===== src/sv/bnd_pkg.sv =====
`timescale 1ns / 1ps
// ----------------------------------------------------------------------------
// Base-N text decoder package
// Shared widths, codes, the result bundle type and the alphabet lookup.
// ----------------------------------------------------------------------------
package bnd_pkg;

    localparam int ACC_W   = 40;
    localparam int HELD_W  = 6;
    localparam int CHAR_W  = 8;
    localparam int BYTE_W  = 8;
    localparam int VAL_W   = 6;
    localparam int SW_W    = 3;
    localparam int MAX_RES = 5;
    localparam int CNT_W   = 3;
    localparam int IDX_W   = 3;
    localparam int CFG_IDX_W  = 1;
    localparam int CFG_DATA_W = 2;

    localparam logic [HELD_W-1:0] HELD_MAX = 6'd44;
    localparam logic [HELD_W-1:0] PAD_SAT  = 6'd63;
    localparam logic [CNT_W-1:0]  RES_MAX  = 3'd5;

    localparam logic [1:0] MODE_B16     = 2'd0;
    localparam logic [1:0] MODE_B32     = 2'd1;
    localparam logic [1:0] MODE_B64     = 2'd2;
    localparam logic [1:0] MODE_B64_ALT = 2'd3;

    localparam logic [CFG_IDX_W-1:0] CFG_ALPHABET = 1'b0;
    localparam logic [CFG_IDX_W-1:0] CFG_SKIP_WS  = 1'b1;

    localparam logic [CHAR_W-1:0] CH_SPACE = 8'h20;
    localparam logic [CHAR_W-1:0] CH_TAB   = 8'h09;
    localparam logic [CHAR_W-1:0] CH_CR    = 8'h0D;
    localparam logic [CHAR_W-1:0] CH_LF    = 8'h0A;
    localparam logic [CHAR_W-1:0] CH_PAD   = 8'h3D;

    typedef enum logic {
        OP_DECODE = 1'b0,
        OP_FINISH = 1'b1
    } t_op;

    typedef enum logic [2:0] {
        ERR_NONE         = 3'd0,
        ERR_BAD_SYMBOL   = 3'd1,
        ERR_BAD_PAD      = 3'd2,
        ERR_PAD_OVERFLOW = 3'd3,
        ERR_BAD_WIDTH    = 3'd4,
        ERR_NONZERO_TAIL = 3'd5
    } t_err;

    // One input's worth of results: cnt bytes, or a single error result.
    typedef struct packed {
        logic [CNT_W-1:0]                cnt;
        t_err                            err;
        logic [MAX_RES-1:0][BYTE_W-1:0]  bytes;
    } t_bundle;

    function automatic logic [SW_W-1:0] sym_width(input logic [1:0] mode);
        logic [SW_W-1:0] w;
        unique case (mode)
            MODE_B16: w = 3'd4;
            MODE_B32: w = 3'd5;
            default:  w = 3'd6;
        endcase
        return w;
    endfunction

    function automatic logic [HELD_W-1:0] quantum_width(input logic [1:0] mode);
        logic [HELD_W-1:0] q;
        unique case (mode)
            MODE_B16: q = 6'd8;
            MODE_B32: q = 6'd40;
            default:  q = 6'd24;
        endcase
        return q;
    endfunction

    // Returns {bad, value}.
    function automatic logic [VAL_W:0] sym_lookup(input logic [1:0] mode,
                                                  input logic [CHAR_W-1:0] c);
        logic [CHAR_W-1:0] d;
        logic              bad;
        d   = '0;
        bad = 1'b0;
        unique case (mode)
            MODE_B16: begin
                if (c >= 8'h30 && c <= 8'h39) begin
                    d = c - 8'h30;
                end else if (c >= 8'h41 && c <= 8'h46) begin
                    d = c - 8'h41 + 8'd10;
                end else begin
                    bad = 1'b1;
                end
            end
            MODE_B32: begin
                if (c >= 8'h41 && c <= 8'h5A) begin
                    d = c - 8'h41;
                end else if (c >= 8'h32 && c <= 8'h37) begin
                    d = c - 8'h32 + 8'd26;
                end else begin
                    bad = 1'b1;
                end
            end
            default: begin
                if (c >= 8'h41 && c <= 8'h5A) begin
                    d = c - 8'h41;
                end else if (c >= 8'h61 && c <= 8'h7A) begin
                    d = c - 8'h61 + 8'd26;
                end else if (c >= 8'h30 && c <= 8'h39) begin
                    d = c - 8'h30 + 8'd52;
                end else if (c == 8'h2B) begin
                    d = 8'd62;
                end else if (c == 8'h2F) begin
                    d = 8'd63;
                end else begin
                    bad = 1'b1;
                end
            end
        endcase
        return {bad, d[VAL_W-1:0]};
    endfunction

    // True when x is a multiple of the quantum; x stays below three quanta
    // whenever the padding is below one quantum.
    function automatic logic quantum_aligned(input logic [HELD_W:0] x,
                                             input logic [1:0] mode);
        logic [HELD_W:0] q;
        logic [HELD_W:0] r;
        q = {1'b0, quantum_width(mode)};
        r = x;
        if (mode == MODE_B16) begin
            return (x[2:0] == 3'd0);
        end
        if (r >= {q[HELD_W-1:0], 1'b0}) begin
            r = r - {q[HELD_W-1:0], 1'b0};
        end else if (r >= q) begin
            r = r - q;
        end
        return (r == '0);
    endfunction

endpackage


===== src/sv/bnd_in_if.sv =====
`timescale 1ns / 1ps
// ----------------------------------------------------------------------------
// Base-N decoder input channel
// Valid/ready channel carrying one opcode and one character per request.
// ----------------------------------------------------------------------------
interface bnd_in_if;
    logic       valid;
    logic       ready;
    logic       opcode;
    logic [7:0] symbol;

    modport source (output valid, output opcode, output symbol, input ready);
    modport sink   (input valid, input opcode, input symbol, output ready);
endinterface


===== src/sv/bnd_out_if.sv =====
`timescale 1ns / 1ps
// ----------------------------------------------------------------------------
// Base-N decoder output channel
// Valid/ready channel carrying one decoded byte or one error per request.
// ----------------------------------------------------------------------------
interface bnd_out_if;
    logic       valid;
    logic       ready;
    logic [7:0] out_byte;
    logic       has_byte;
    logic [2:0] error_code;
    logic       last;

    modport source (output valid, output out_byte, output has_byte,
                    output error_code, output last, input ready);
    modport sink   (input valid, input out_byte, input has_byte,
                    input error_code, input last, output ready);
endinterface


===== src/sv/bnd_core.sv =====
`timescale 1ns / 1ps
// ----------------------------------------------------------------------------
// Base-N decoder core
// Input register, bit accumulator state and single-pass decode of one request
// into a bundle of up to five bytes or one error.
// ----------------------------------------------------------------------------
module bnd_core (
    input  logic              i_clk,
    input  logic              i_rst_n,
    input  logic [1:0]        i_alphabet_mode,
    input  logic              i_skip_ws,
    bnd_in_if.sink            i_in,
    input  logic              i_bundle_free,
    output logic              o_load,
    output bnd_pkg::t_bundle  o_bundle
);
    import bnd_pkg::*;

    logic                r_in_valid;
    t_op                 r_in_op;
    logic [CHAR_W-1:0]   r_in_sym;
    logic [ACC_W-1:0]    r_acc;
    logic [HELD_W-1:0]   r_held;
    logic [HELD_W-1:0]   r_pad;
    logic [ACC_W-1:0]    n_acc;
    logic [HELD_W-1:0]   n_held;
    logic [HELD_W-1:0]   n_pad;

    logic                fire;
    logic [1:0]          mode;
    logic [SW_W-1:0]     sw;
    logic [HELD_W-1:0]   qw;
    logic [VAL_W:0]      lookup;
    logic [VAL_W-1:0]    val;
    logic                is_ws;
    logic [HELD_W:0]     pad_sum;
    logic [HELD_W:0]     held_pad;
    logic [BYTE_W-1:0]   tail_mask;
    logic [CNT_W-1:0]    n_flush;
    logic [HELD_W-1:0]   held_base;
    logic [ACC_W-1:0]    acc_shifted;
    logic [MAX_RES-1:0][BYTE_W-1:0] flush_bytes;
    t_err                err;
    logic [CNT_W-1:0]    cnt;

    assign fire        = r_in_valid && i_bundle_free;
    assign i_in.ready  = !r_in_valid || fire;

    always_ff @(posedge i_clk) begin
        if (!i_rst_n) begin
            r_in_valid <= 1'b0;
        end else if (i_in.ready) begin
            r_in_valid <= i_in.valid;
        end
    end

    always_ff @(posedge i_clk) begin
        if (i_in.ready && i_in.valid) begin
            r_in_op  <= t_op'(i_in.opcode);
            r_in_sym <= i_in.symbol;
        end
    end

    assign mode     = (i_alphabet_mode == MODE_B64_ALT) ? MODE_B64 : i_alphabet_mode;
    assign sw       = sym_width(mode);
    assign qw       = quantum_width(mode);
    assign lookup   = sym_lookup(mode, r_in_sym);
    assign val      = lookup[VAL_W-1:0];
    assign is_ws    = (r_in_sym == CH_SPACE) || (r_in_sym == CH_TAB) ||
                      (r_in_sym == CH_CR) || (r_in_sym == CH_LF);
    assign pad_sum  = {1'b0, r_pad} + {{(HELD_W+1-SW_W){1'b0}}, sw};
    assign held_pad = {1'b0, r_held} + {1'b0, r_pad};
    assign tail_mask = ~(8'hFF << r_held[2:0]);
    assign n_flush  = (r_held[HELD_W-1:3] > RES_MAX) ? RES_MAX : r_held[HELD_W-1:3];
    assign held_base = r_held - {n_flush, 3'b000};

    // Bytes leave most significant first; byte k sits 8*(k+1) bits below the top.
    always_comb begin
        for (int k = 0; k < MAX_RES; k++) begin
            logic [HELD_W-1:0] amt;
            logic [ACC_W-1:0]  sh;
            amt = r_held - HELD_W'((k + 1) * BYTE_W);
            sh  = r_acc >> amt;
            flush_bytes[k] = sh[BYTE_W-1:0];
        end
    end

    always_comb begin
        logic [HELD_W-1:0] base;
        base = (r_held >= qw) ? held_base : r_held;
        unique case (mode)
            MODE_B16: acc_shifted = {r_acc[ACC_W-5:0], val[3:0]};
            MODE_B32: acc_shifted = {r_acc[ACC_W-6:0], val[4:0]};
            default:  acc_shifted = {r_acc[ACC_W-7:0], val};
        endcase
        n_acc  = r_acc;
        n_held = r_held;
        n_pad  = r_pad;
        err    = ERR_NONE;
        cnt    = '0;
        if (fire) begin
            if (r_in_op == OP_DECODE) begin
                priority if (i_skip_ws && is_ws) begin
                    n_pad = r_pad;
                end else if (r_in_sym == CH_PAD) begin
                    n_pad = (pad_sum > {1'b0, PAD_SAT}) ? PAD_SAT : pad_sum[HELD_W-1:0];
                end else if (r_pad != '0) begin
                    err = ERR_BAD_PAD;
                end else if (lookup[VAL_W]) begin
                    err = ERR_BAD_SYMBOL;
                end else begin
                    if (r_held >= qw) begin
                        cnt = n_flush;
                    end
                    n_acc  = acc_shifted;
                    n_held = base + {{(HELD_W-SW_W){1'b0}}, sw};
                end
            end else begin
                priority if (r_pad >= qw) begin
                    err = ERR_PAD_OVERFLOW;
                end else if (!quantum_aligned(held_pad, mode)) begin
                    err = ERR_BAD_WIDTH;
                end else if ((r_acc[BYTE_W-1:0] & tail_mask) != '0) begin
                    err = ERR_NONZERO_TAIL;
                end else if (r_held[2:0] >= sw) begin
                    err = ERR_BAD_PAD;
                end else begin
                    cnt    = n_flush;
                    n_acc  = '0;
                    n_held = '0;
                    n_pad  = '0;
                end
            end
            if (err != ERR_NONE) begin
                cnt    = 3'd1;
                n_acc  = '0;
                n_held = '0;
                n_pad  = '0;
            end
        end
    end

    assign o_load         = fire && (cnt != '0);
    assign o_bundle.cnt   = cnt;
    assign o_bundle.err   = err;
    assign o_bundle.bytes = flush_bytes;

    always_ff @(posedge i_clk) begin
        if (!i_rst_n) begin
            r_acc  <= '0;
            r_held <= '0;
            r_pad  <= '0;
        end else begin
            r_acc  <= n_acc;
            r_held <= n_held;
            r_pad  <= n_pad;
        end
    end

    a_held_range: assert property (@(posedge i_clk) disable iff (!i_rst_n)
        r_held <= HELD_MAX)
        else $error("held bit count out of range");

    a_error_clears: assert property (@(posedge i_clk) disable iff (!i_rst_n)
        fire && (err != ERR_NONE) |=> (r_held == '0) && (r_pad == '0) && (r_acc == '0))
        else $error("state not cleared after an error");

    a_stall_holds: assert property (@(posedge i_clk) disable iff (!i_rst_n)
        r_in_valid && !i_bundle_free |=> r_in_valid && $stable(r_in_sym) && $stable(r_held))
        else $error("stalled request lost or state moved");

endmodule


===== src/sv/bnd_burst.sv =====
`timescale 1ns / 1ps
// ----------------------------------------------------------------------------
// Base-N decoder result burst register
// Holds one result bundle and hands its results out one per request.
// ----------------------------------------------------------------------------
module bnd_burst (
    input  logic              i_clk,
    input  logic              i_rst_n,
    input  logic              i_load,
    input  bnd_pkg::t_bundle  i_bundle,
    output logic              o_free,
    bnd_out_if.source         o_out
);
    import bnd_pkg::*;

    logic              r_valid;
    logic [IDX_W-1:0]  r_idx;
    t_bundle           r_bundle;
    logic              last_item;
    logic              take;

    assign last_item = (r_idx == (r_bundle.cnt - 3'd1));
    assign take      = r_valid && o_out.ready;
    assign o_free    = !r_valid || (take && last_item);

    always_ff @(posedge i_clk) begin
        if (!i_rst_n) begin
            r_valid <= 1'b0;
            r_idx   <= '0;
        end else if (i_load) begin
            r_valid <= 1'b1;
            r_idx   <= '0;
        end else if (take) begin
            if (last_item) begin
                r_valid <= 1'b0;
            end else begin
                r_idx <= r_idx + 3'd1;
            end
        end
    end

    always_ff @(posedge i_clk) begin
        if (i_load) begin
            r_bundle <= i_bundle;
        end
    end

    assign o_out.valid      = r_valid;
    assign o_out.has_byte   = (r_bundle.err == ERR_NONE);
    assign o_out.out_byte   = (r_bundle.err == ERR_NONE) ? r_bundle.bytes[r_idx] : '0;
    assign o_out.error_code = r_bundle.err;
    assign o_out.last       = last_item;

    a_nonempty: assert property (@(posedge i_clk) disable iff (!i_rst_n)
        r_valid |-> (r_bundle.cnt != '0) && (r_idx < r_bundle.cnt))
        else $error("burst index outside the bundle");

    a_error_single: assert property (@(posedge i_clk) disable iff (!i_rst_n)
        r_valid && (r_bundle.err != ERR_NONE) |-> (r_bundle.cnt == 3'd1))
        else $error("error bundle with more than one result");

    a_load_when_free: assert property (@(posedge i_clk) disable iff (!i_rst_n)
        i_load |-> o_free)
        else $error("bundle loaded over pending results");

endmodule


===== src/sv/base_n_text_decoder_top.sv =====
`timescale 1ns / 1ps
// ----------------------------------------------------------------------------
// Base-N text decoder top level
// Streaming Base16/Base32/Base64 decoder with a plain configuration port.
// ----------------------------------------------------------------------------
// One request (a character or a finish) is accepted per cycle while the
// burst register can take its results. Each request passes through an input
// register and one decode stage that updates the bit accumulator, then its
// results (up to five bytes, or one error) sit in a burst register that hands
// out one result per cycle while the output side is ready. A request with
// several results holds the burst register until its last result is taken;
// requests that yield none or one flow at full rate when the output is ready.
module base_n_text_decoder_top (
    input  logic                            i_clk,
    input  logic                            i_rst_n,
    input  logic                            i_cfg_we,
    input  logic [bnd_pkg::CFG_IDX_W-1:0]   i_cfg_idx,
    input  logic [bnd_pkg::CFG_DATA_W-1:0]  i_cfg_data,
    bnd_in_if.sink                          i_in,
    bnd_out_if.source                       o_out
);
    import bnd_pkg::*;

    logic [1:0] r_alphabet_mode;
    logic       r_skip_ws;
    logic       bundle_free;
    logic       bundle_load;
    t_bundle    bundle;

    always_ff @(posedge i_clk) begin
        if (!i_rst_n) begin
            r_alphabet_mode <= MODE_B64;
            r_skip_ws       <= 1'b1;
        end else if (i_cfg_we) begin
            unique case (i_cfg_idx)
                CFG_ALPHABET: r_alphabet_mode <= i_cfg_data;
                CFG_SKIP_WS:  r_skip_ws       <= i_cfg_data[0];
            endcase
        end
    end

    bnd_core u_core (
        .i_clk           (i_clk),
        .i_rst_n         (i_rst_n),
        .i_alphabet_mode (r_alphabet_mode),
        .i_skip_ws       (r_skip_ws),
        .i_in            (i_in),
        .i_bundle_free   (bundle_free),
        .o_load          (bundle_load),
        .o_bundle        (bundle)
    );

    bnd_burst u_burst (
        .i_clk    (i_clk),
        .i_rst_n  (i_rst_n),
        .i_load   (bundle_load),
        .i_bundle (bundle),
        .o_free   (bundle_free),
        .o_out    (o_out)
    );

endmodule

===== src/flat_wrapper.sv =====
// flat-port wrapper written by rule: the top's interface ports become plain ports
module base_n_text_decoder_top_flat import bnd_pkg::*;
  (i_clk, i_rst_n, i_cfg_we, i_cfg_idx, i_cfg_data, i_in_valid, i_in_opcode, i_in_symbol, i_in_ready, o_out_valid, o_out_out_byte, o_out_has_byte, o_out_error_code, o_out_last, o_out_ready);
  bnd_in_if i_in_i ();
  bnd_out_if o_out_i ();
  input  logic i_clk;
  input  logic i_rst_n;
  input  logic i_cfg_we;
  input  logic [bnd_pkg::CFG_IDX_W-1:0] i_cfg_idx;
  input  logic [bnd_pkg::CFG_DATA_W-1:0] i_cfg_data;
  input wire logic [$bits(i_in_i.valid)-1:0] i_in_valid;
  input wire logic [$bits(i_in_i.opcode)-1:0] i_in_opcode;
  input wire logic [$bits(i_in_i.symbol)-1:0] i_in_symbol;
  output wire logic [$bits(i_in_i.ready)-1:0] i_in_ready;
  output wire logic [$bits(o_out_i.valid)-1:0] o_out_valid;
  output wire logic [$bits(o_out_i.out_byte)-1:0] o_out_out_byte;
  output wire logic [$bits(o_out_i.has_byte)-1:0] o_out_has_byte;
  output wire logic [$bits(o_out_i.error_code)-1:0] o_out_error_code;
  output wire logic [$bits(o_out_i.last)-1:0] o_out_last;
  input wire logic [$bits(o_out_i.ready)-1:0] o_out_ready;
  assign i_in_i.valid = i_in_valid;
  assign i_in_i.opcode = i_in_opcode;
  assign i_in_i.symbol = i_in_symbol;
  assign i_in_ready = i_in_i.ready;
  assign o_out_valid = o_out_i.valid;
  assign o_out_out_byte = o_out_i.out_byte;
  assign o_out_has_byte = o_out_i.has_byte;
  assign o_out_error_code = o_out_i.error_code;
  assign o_out_last = o_out_i.last;
  assign o_out_i.ready = o_out_ready;
  base_n_text_decoder_top u_core (.i_clk(i_clk), .i_rst_n(i_rst_n), .i_cfg_we(i_cfg_we), .i_cfg_idx(i_cfg_idx), .i_cfg_data(i_cfg_data), .i_in(i_in_i), .o_out(o_out_i));
endmodule

===== config.mk =====
export PLATFORM = sky130hd
export DESIGN_NAME = base_n_text_decoder_top_flat
export DESIGN_NICKNAME = d
export VERILOG_FILES = /design/src/sv/bnd_pkg.sv /design/src/sv/bnd_in_if.sv /design/src/sv/bnd_out_if.sv /design/src/sv/bnd_core.sv /design/src/sv/bnd_burst.sv /design/src/sv/base_n_text_decoder_top.sv /design/src/flat_wrapper.sv
export SDC_FILE = /design/constraint.sdc
export NUM_CORES = 1
export LEC_CHECK = 0
export BUFFER_PORTS_ARGS = -buffer_cell sky130_fd_sc_hd__buf_4
export CAP_MARGIN = 5
export CORE_UTILIZATION = 30
export CTS_CLUSTER_SIZE = 24
export DETAILED_ROUTE_END_ITERATION = 10
export GPL_TIMING_DRIVEN = 0
export REMOVE_ABC_BUFFERS = 1
export SLEW_MARGIN = 20
export SYNTH_ARGS = -nofsm -noshare
export SYNTH_HDL_FRONTEND = slang
export SYNTH_SLANG_ARGS = --single-unit

===== constraint.sdc =====
create_clock -name i_clk -period 9.1 [get_ports i_clk]
set_clock_uncertainty 0.15 [all_clocks]
set_input_delay 0.455 -clock i_clk [delete_from_list [all_inputs] [get_ports i_clk]]
set_output_delay 0.455 -clock i_clk [all_outputs]
set_load 0.02 [all_outputs]

---- After elaboration in Yosys (flattened, before gate mapping) ----
Index checks and enable logic that the tools add are counted.
operators by class
  $add $sub $neg .......................... 21
  multipliers ............................. 0
  div/mod/pow operators ................... 0
  order comparisons ....................... 17
  equal/unequal tests ..................... 18
  shift operators ......................... 6
  multiplexer cells ....................... 97
  bitwise logic cells ..................... 5
  reductions and logical operators ........ 36
operators by type and width
  operator                                                           count
  two-way mux 40 bit                                                 10
  right shift 40 x 6 -> 8 bit                                        5
  two-way mux 6 bit                                                  28
  case mux 40 bit (2 select lines)                                   1
  two-way mux 3 bit                                                  18
  two-way mux 7 bit                                                  6
  equality test 8 x 6 -> 1 bit, second input constant                4
  subtractor 6 bit, second input constant                            5
  binary-select mux 8 bit (select 3 bit)                             1
  equality test 8 x 4 -> 1 bit, second input constant                3
  less-or-equal comparator 8 x 7 -> 1 bit, second input constant     3
  case mux 6 bit (2 select lines)                                    2
  two-way mux 1 bit                                                  22
  inequality test 3 x 2 -> 1 bit, second input constant              7
  greater-or-equal comparator 8 x 6 -> 1 bit, second input constant  2
  greater-or-equal comparator 8 x 7 -> 1 bit, second input constant  2
  less-or-equal comparator 8 x 6 -> 1 bit, second input constant     2
  two-way mux 8 bit                                                  2
  adder 6 x 5 -> 6 bit, second input constant                        2
  greater-or-equal comparator 6 bit                                  2
  subtractor 6 x 5 -> 6 bit, second input constant                   2
  logical AND 1 bit                                                  11
  two-way mux 2 bit                                                  5
  AND reduction 9 bit                                                1
  40 further kinds                                                   54
word-level totals
  register bits ........................... 115
  latch bits .............................. 0
  bits in writable memories ............... 0
  ROM bits ................................ 0
  input port bits ......................... 17
  output and inout bits ................... 15
  logic and storage cells ................. 217
  memories ................................ 0

---- Longest topological paths before layout ----
  word-level depth ........................ 31
  depth in mapped cells ................... 18
  gate-level depth less buffers ........... 16

---- By module ----
A second synthesis with hierarchy kept.
second synthesis, totals
  cells, all modules ...................... 1161
  area total of the unflattened synthesis .. 9973.3 um2
by module, submodules not included
  module                   instances  cells each  area an instance (um2)  sequential area each (um2)
  bnd_core                 1          1035        7797.5                  1331.3
  bnd_burst                1          113         2043.2                  1461.4
  base_n_text_decoder_top  1          13          132.6                   60.1

---- Worst setup path before layout ----
OpenSTA, ideal clock, no wires.
  path kind ............................... flip-flop to flip-flop
  start ................................... register u_core.u_core.r_pad[0]
  end ..................................... register u_core.u_burst.r_bundle, in the netlist u_core.u_burst.o_out.error_code[0], enable pin
  arrival ................................. 5.880 ns
  required time ........................... 8.480 ns
  setup slack ............................. 2.600 ns
  stages on the path, launching flop included .. 16
  path through ............................ dfxtp_1 ha_1 fa_1 a21o_1 a21o_1 xor2_1 inv_1 fa_1 xor2_1 nand2_1 and4b_1 a211oi_1 o31a_1 o32a_1 and4b_1 a21oi_1
on the way
  word-level cells in the longest chain between the ends .. 22
ends and longest elaborated chain
  what                                                                                     line                            text
  start: declaration                                                                       bnd_core.sv:24                  logic [HELD_W-1:0] r_pad;
  start signal: assignment                                                                 bnd_core.sv:156                 r_pad <= n_pad;
  adder 6 x 6 -> 7 bit                                                                     bnd_core.sv:72                  assign held_pad = {1'b0, r_held} + {1'b0, r_pad};
  subtractor 7 x 6 -> 7 bit or greater-or-equal comparator 7 x 6 -> 1 bit (tied branches)  bnd_pkg.sv:138, bnd_pkg.sv:137
  two-way mux 7 bit                                                                        bnd_pkg.sv:137                  end else if (r >= q) begin
  two-way mux 7 bit (2 in a row)                                                           bnd_pkg.sv:135                  if (r >= {q[HELD_W-1:0], 1'b0}) begin
  two-way mux 7 bit                                                                        bnd_core.sv:119                 priority if (r_pad >= qw) begin
  two-way mux 7 bit                                                                        bnd_core.sv:102                 if (r_in_op == OP_DECODE) begin
  two-way mux 7 bit                                                                        bnd_core.sv:101                 if (fire) begin
  logical NOT 7 bit                                                                        bnd_pkg.sv:140                  return (r == '0);
  (+6 left out)                                                                            -
  two-way mux 3 bit                                                                        bnd_core.sv:102
  two-way mux 3 bit                                                                        bnd_core.sv:101
  nonzero test 3 bit                                                                       bnd_core.sv:134                 if (err != ERR_NONE) begin
  two-way mux 3 bit (*)                                                                    bnd_core.sv:134
  two-way mux 3 bit (*)                                                                    bnd_core.sv:101
  nonzero test 3 bit (*)                                                                   bnd_core.sv:143                 assign o_load = fire && (cnt != '0);
  logical AND 1 bit (*)                                                                    bnd_core.sv:143
  named net u_core.bundle_load                                                             base_n_text_decoder_top.sv:27   logic bundle_load;
  end signal: assignment                                                                   bnd_burst.sv:44                 r_bundle <= i_bundle;
  end: declaration                                                                         bnd_burst.sv:18                 t_bundle r_bundle;
The timed path passes the listed nets; every way through them passes the cells marked *. The select of a mux whose other input is x is not followed.
A chain may end at the register's enable or synchronous reset.

---- Final worst setup path ----
  start ................................... register u_core.u_core.r_held[0]
  end ..................................... register u_core.u_burst.r_bundle[14] in the netlist's numbering, enable pin
on the way
  word-level cells in the longest chain between the ends .. 22
ends and longest elaborated chain
  what                                                                                     line                            text
  start: declaration                                                                       bnd_core.sv:23                  logic [HELD_W-1:0] r_held;
  start signal: assignment                                                                 bnd_core.sv:155                 r_held <= n_held;
  adder 6 x 6 -> 7 bit                                                                     bnd_core.sv:72
  subtractor 7 x 6 -> 7 bit or greater-or-equal comparator 7 x 6 -> 1 bit (tied branches)  bnd_pkg.sv:138, bnd_pkg.sv:137
  two-way mux 7 bit                                                                        bnd_pkg.sv:137
  two-way mux 7 bit (2 in a row)                                                           bnd_pkg.sv:135
  two-way mux 7 bit                                                                        bnd_core.sv:119
  two-way mux 7 bit                                                                        bnd_core.sv:102
  two-way mux 7 bit                                                                        bnd_core.sv:101
  logical NOT 7 bit                                                                        bnd_pkg.sv:140
  (+6 left out)                                                                            -
  two-way mux 3 bit                                                                        bnd_core.sv:102
  two-way mux 3 bit                                                                        bnd_core.sv:101
  nonzero test 3 bit                                                                       bnd_core.sv:134
  two-way mux 3 bit (*)                                                                    bnd_core.sv:134
  two-way mux 3 bit (*)                                                                    bnd_core.sv:101
  nonzero test 3 bit (*)                                                                   bnd_core.sv:143
  logical AND 1 bit (*)                                                                    bnd_core.sv:143
  named net u_core.bundle_load                                                             base_n_text_decoder_top.sv:27
Marks and branches as above.

==> results.py <==
metrics = {
    "final_layout": {
        "multi_input_area_um2": 6630,
        "layoutNonFillerInstCount": 1579,
        "areaGrowthSynthToFinish_pct": 12.3,
        "diodes": 0,
        "final_core_utilization": 0.344,
        "layout_common_cells": "nand2_1, mux2i_1, nor2_1",
        "final_area_um2": 11200,
        "nNetsFinal": 1194,
        "fillers": 3352,
        "seq_area_um2": 2860,
        "drive_gt1_frac": 0.132,
        "final_common_cell": "nand2_1",
    },
    "logic_synthesis": {
        "seq_area_frac_synth": 0.285,
        "avgSynthCellArea_um2": 8.73,
        "synth_area_um2": 10000,
        "synth_cell_type_count": 83,
        "ys_ff_latch": 115,
        "async_flop_share": 0,
        "synth-edff-count": 55,
        "synth_top_area_frac": 0.165,
        "synth_top_area_cell": "edfxtp_1",
        "synth_area_leaders": "edfxtp_1, mux2i_1, dfxtp_1, nand2_1, mux4_2",
        "ys_warn_count": 0,
        "syn_inst": 1147,
        "synth_top_flop_cell": "dfxtp_1",
    },
    "sta": {
        "max_freq_mhz": 185,
        "fin_crit_ns": 5.39,
        "hold-worst-slack_ns": 0.0469,
        "slew_violations": 0,
        "post-route-period-util": 0.593,
        "setup_viol": 0,
        "timing.final.hold_violations": 0,
        "rsz0062_at_grt": "no",
        "tns_ns": 0,
        "relSlewSlack": 0.364,
        "max_slew.worst_pin.slew_ns": 0.947,
    },
    "flow_run": {
        "cap_violations": 0,
    },
    "clock_network": {
        "clockRootBuffer": "clkbuf_16",
        "clk_path_buf_depth": 2,
        "hold_buffers": 0,
        "clk_pin_slew_ns": 0.06,
        "clkLatencyLatePin_ns": 0.43,
        "postCtsResizedCells": 0,
        "cts_buffers": 17,
        "cts-htree-levels": 4,
        "clock-sinks": 115,
        "postCtsSetupRepairBufs": 0,
        "cts_tree": "done",
    },
    "critical_path": {
        "crit_type": "reg2reg",
        "path_max_fanout": 25,
        "start_kind": "flop",
        "cp-end-kind": "flop",
        "worstPathRequired_ns": 9.08,
        "cp_data_arrival_time_ns": 5.37,
    },
    "grt": {
        "grt_pass1_vias": 7999,
        "grtUsageTotal": 0.153,
        "antenna_found_initial": 0,
        "grt_pass1_wl_um": 42000,
        "overflow": 0,
        "grt_max_degree": 80,
    },
    "routing": {
        "drt_iter0_drc": 480,
        "drc": 0,
        "vias": 8294,
        "wl_per_cell_um": 15.9,
        "drt_pass1_iterations": 5,
        "antenna_left": 0,
        "routed_via_density": 5.25,
        "routed_wirelength_um": 25000,
    },
    "pwr": {
        "swShare": 0.288,
        "max-vdd-ir-drop_mv": 0.107,
        "internal-power_uw": 1040,
        "p_switching_uw": 421,
        "power_density_nw_per_um2": 130,
        "clkPwrFrac": 0.446,
        "leakagePower_uw": 0.00439,
        "pwr-share-comb": 0.153,
        "p_seq_frac": 0.402,
    },
    "floorplanning": {
        "io_pins": 32,
        "row_count": 66,
        "die_y_um": 185,
        "coreArea_um2": 32700,
        "start_util": 0.306,
        "die_width_um": 185,
        "die_area_um2": 34100,
    },
    "placement": {
        "dp_cells": 1547,
        "port_buffers": 31,
        "gp_congestion": 0.875,
        "hpwl_um": 18400,
        "placed_cell_area_um2": 10700,
    },
    "run_status": {
        "status": "finished clean",
    },
    "worst_hold_path": {
        "worst_hold_path_type": "in2reg",
    },
}
-- flip-flops by register name, indices dropped and copies added, names as in the netlist, 2 cells and up --
signal and cells:
u_core.u_core.r_held 6, u_core.u_burst.o_out.error_code 3, u_core.r_alphabet_mode 2, u_core.u_burst.r_idx 3
u_core.u_core.r_in_sym 8, u_core.u_burst.r_bundle 43, u_core.u_core.r_acc 40, u_core.u_core.r_pad 6
-- worst max-delay path, cell delays in order, from the launching register on --
cell and delay [ns]:
dfxtp_2 0.45, ha_1 0.29, fa_1 0.46, a21o_1 0.21, a21o_1 0.21, xor2_1 0.29, inv_1 0.13, fa_1 0.41
xor2_1 0.17, nand2_1 0.07, and4b_1 0.19, a211oi_1 0.27, nor3_1 0.13, a221oi_4 0.46, nand4_1 0.29, a21oi_4 0.49
buf_16 0.21, buf_16 0.18
-- final timing paths --
path	slack, ns	startpoint	cells after the start	to
setup / recovery	3.71	u_core.u_core.r_held[0]	17	u_core.u_burst.r_bundle[14]
hold / removal	0.05	i_in_symbol[7]	1	u_core.u_core.r_in_sym[7]
setup reg to reg	3.71	u_core.u_core.r_held[0]	17	u_core.u_burst.r_bundle[14]
hold reg to reg	0.31	u_core.r_skip_ws	2	u_core.r_skip_ws
-- cell usage after synthesis (all sizes together) (3+ instances only) --
cell type and count:
o22ai 24, and2 4, o211a 3, o211ai 41, a21oi 57, o22a 4
clkbuf 55, or2 11, a31oi 8, mux2i 126, nor2 73, a21o 10
nor3 15, a211oi 13, xnor2 13, nor4 3, fa 5, nand3 22
buf 31, a221oi 4, a22o 4, a21boi 4, ha 48, mux4 33
nor3b 5, o21a 4, o221a 4, nand2 205, a22oi 10, nand2b 8
clkinv 4, edfxtp 55, or3 4, a31o 4, xor2 9, o21ai 75
nand4 8, inv 33, mux2 9, dfxtp 60, nor2b 9
-- cells by family after synthesis --
logic type                 count (synthesis)  synth area share
adders and majority gates                 53            0.0700
and+or+nand+nor                          379             0.169
muxes                                    168             0.210
buffers and inverters                    123            0.0564
DFF                                      115             0.285
AOI/OAI and AO/OA                        287             0.190
xor gates and xnor gates                  22            0.0192
-- metal layers --
layer,routed length [um],up-vias,global-route usage
met5,0,-,0
met4,577,0,0.0618
met3,699,33,0.0186
met2,11600,143,0.250
met1,12100,3938,0.205
li1,-,4180,-
-- power groups by stage --
stage / sequential, uW / combinational (uW) / clock, uW
floorplan: 596 / 149 / 0
global placement: 604 / 201 / 0
detailed placement: 598 / 223 / 0
CTS: 587 / 224 / 663
global route: 591 / 247 / 682
finish: 587 / 223 / 652
-- area by class of cell --
class | count | area share
clock buffer | 19 | 0.0394
sequential | 115 | 0.254
timing repair buffer | 44 | 0.0441
inverter | 37 | 0.0126
multi-input combinational | 909 | 0.589
clock inverter | 13 | 0.0112
tap | 442 | 0.0492
-- metrics by stage --
stage	total power, uW	setup slack, ns
after floorplan	745	1.49
after global placement	805	0.0197
after detailed placement	821	3.43
after CTS	1470	3.40
after global routing	1520	3.31
final	1460	3.71
Note: power is estimated with default switching activity, not from simulation.
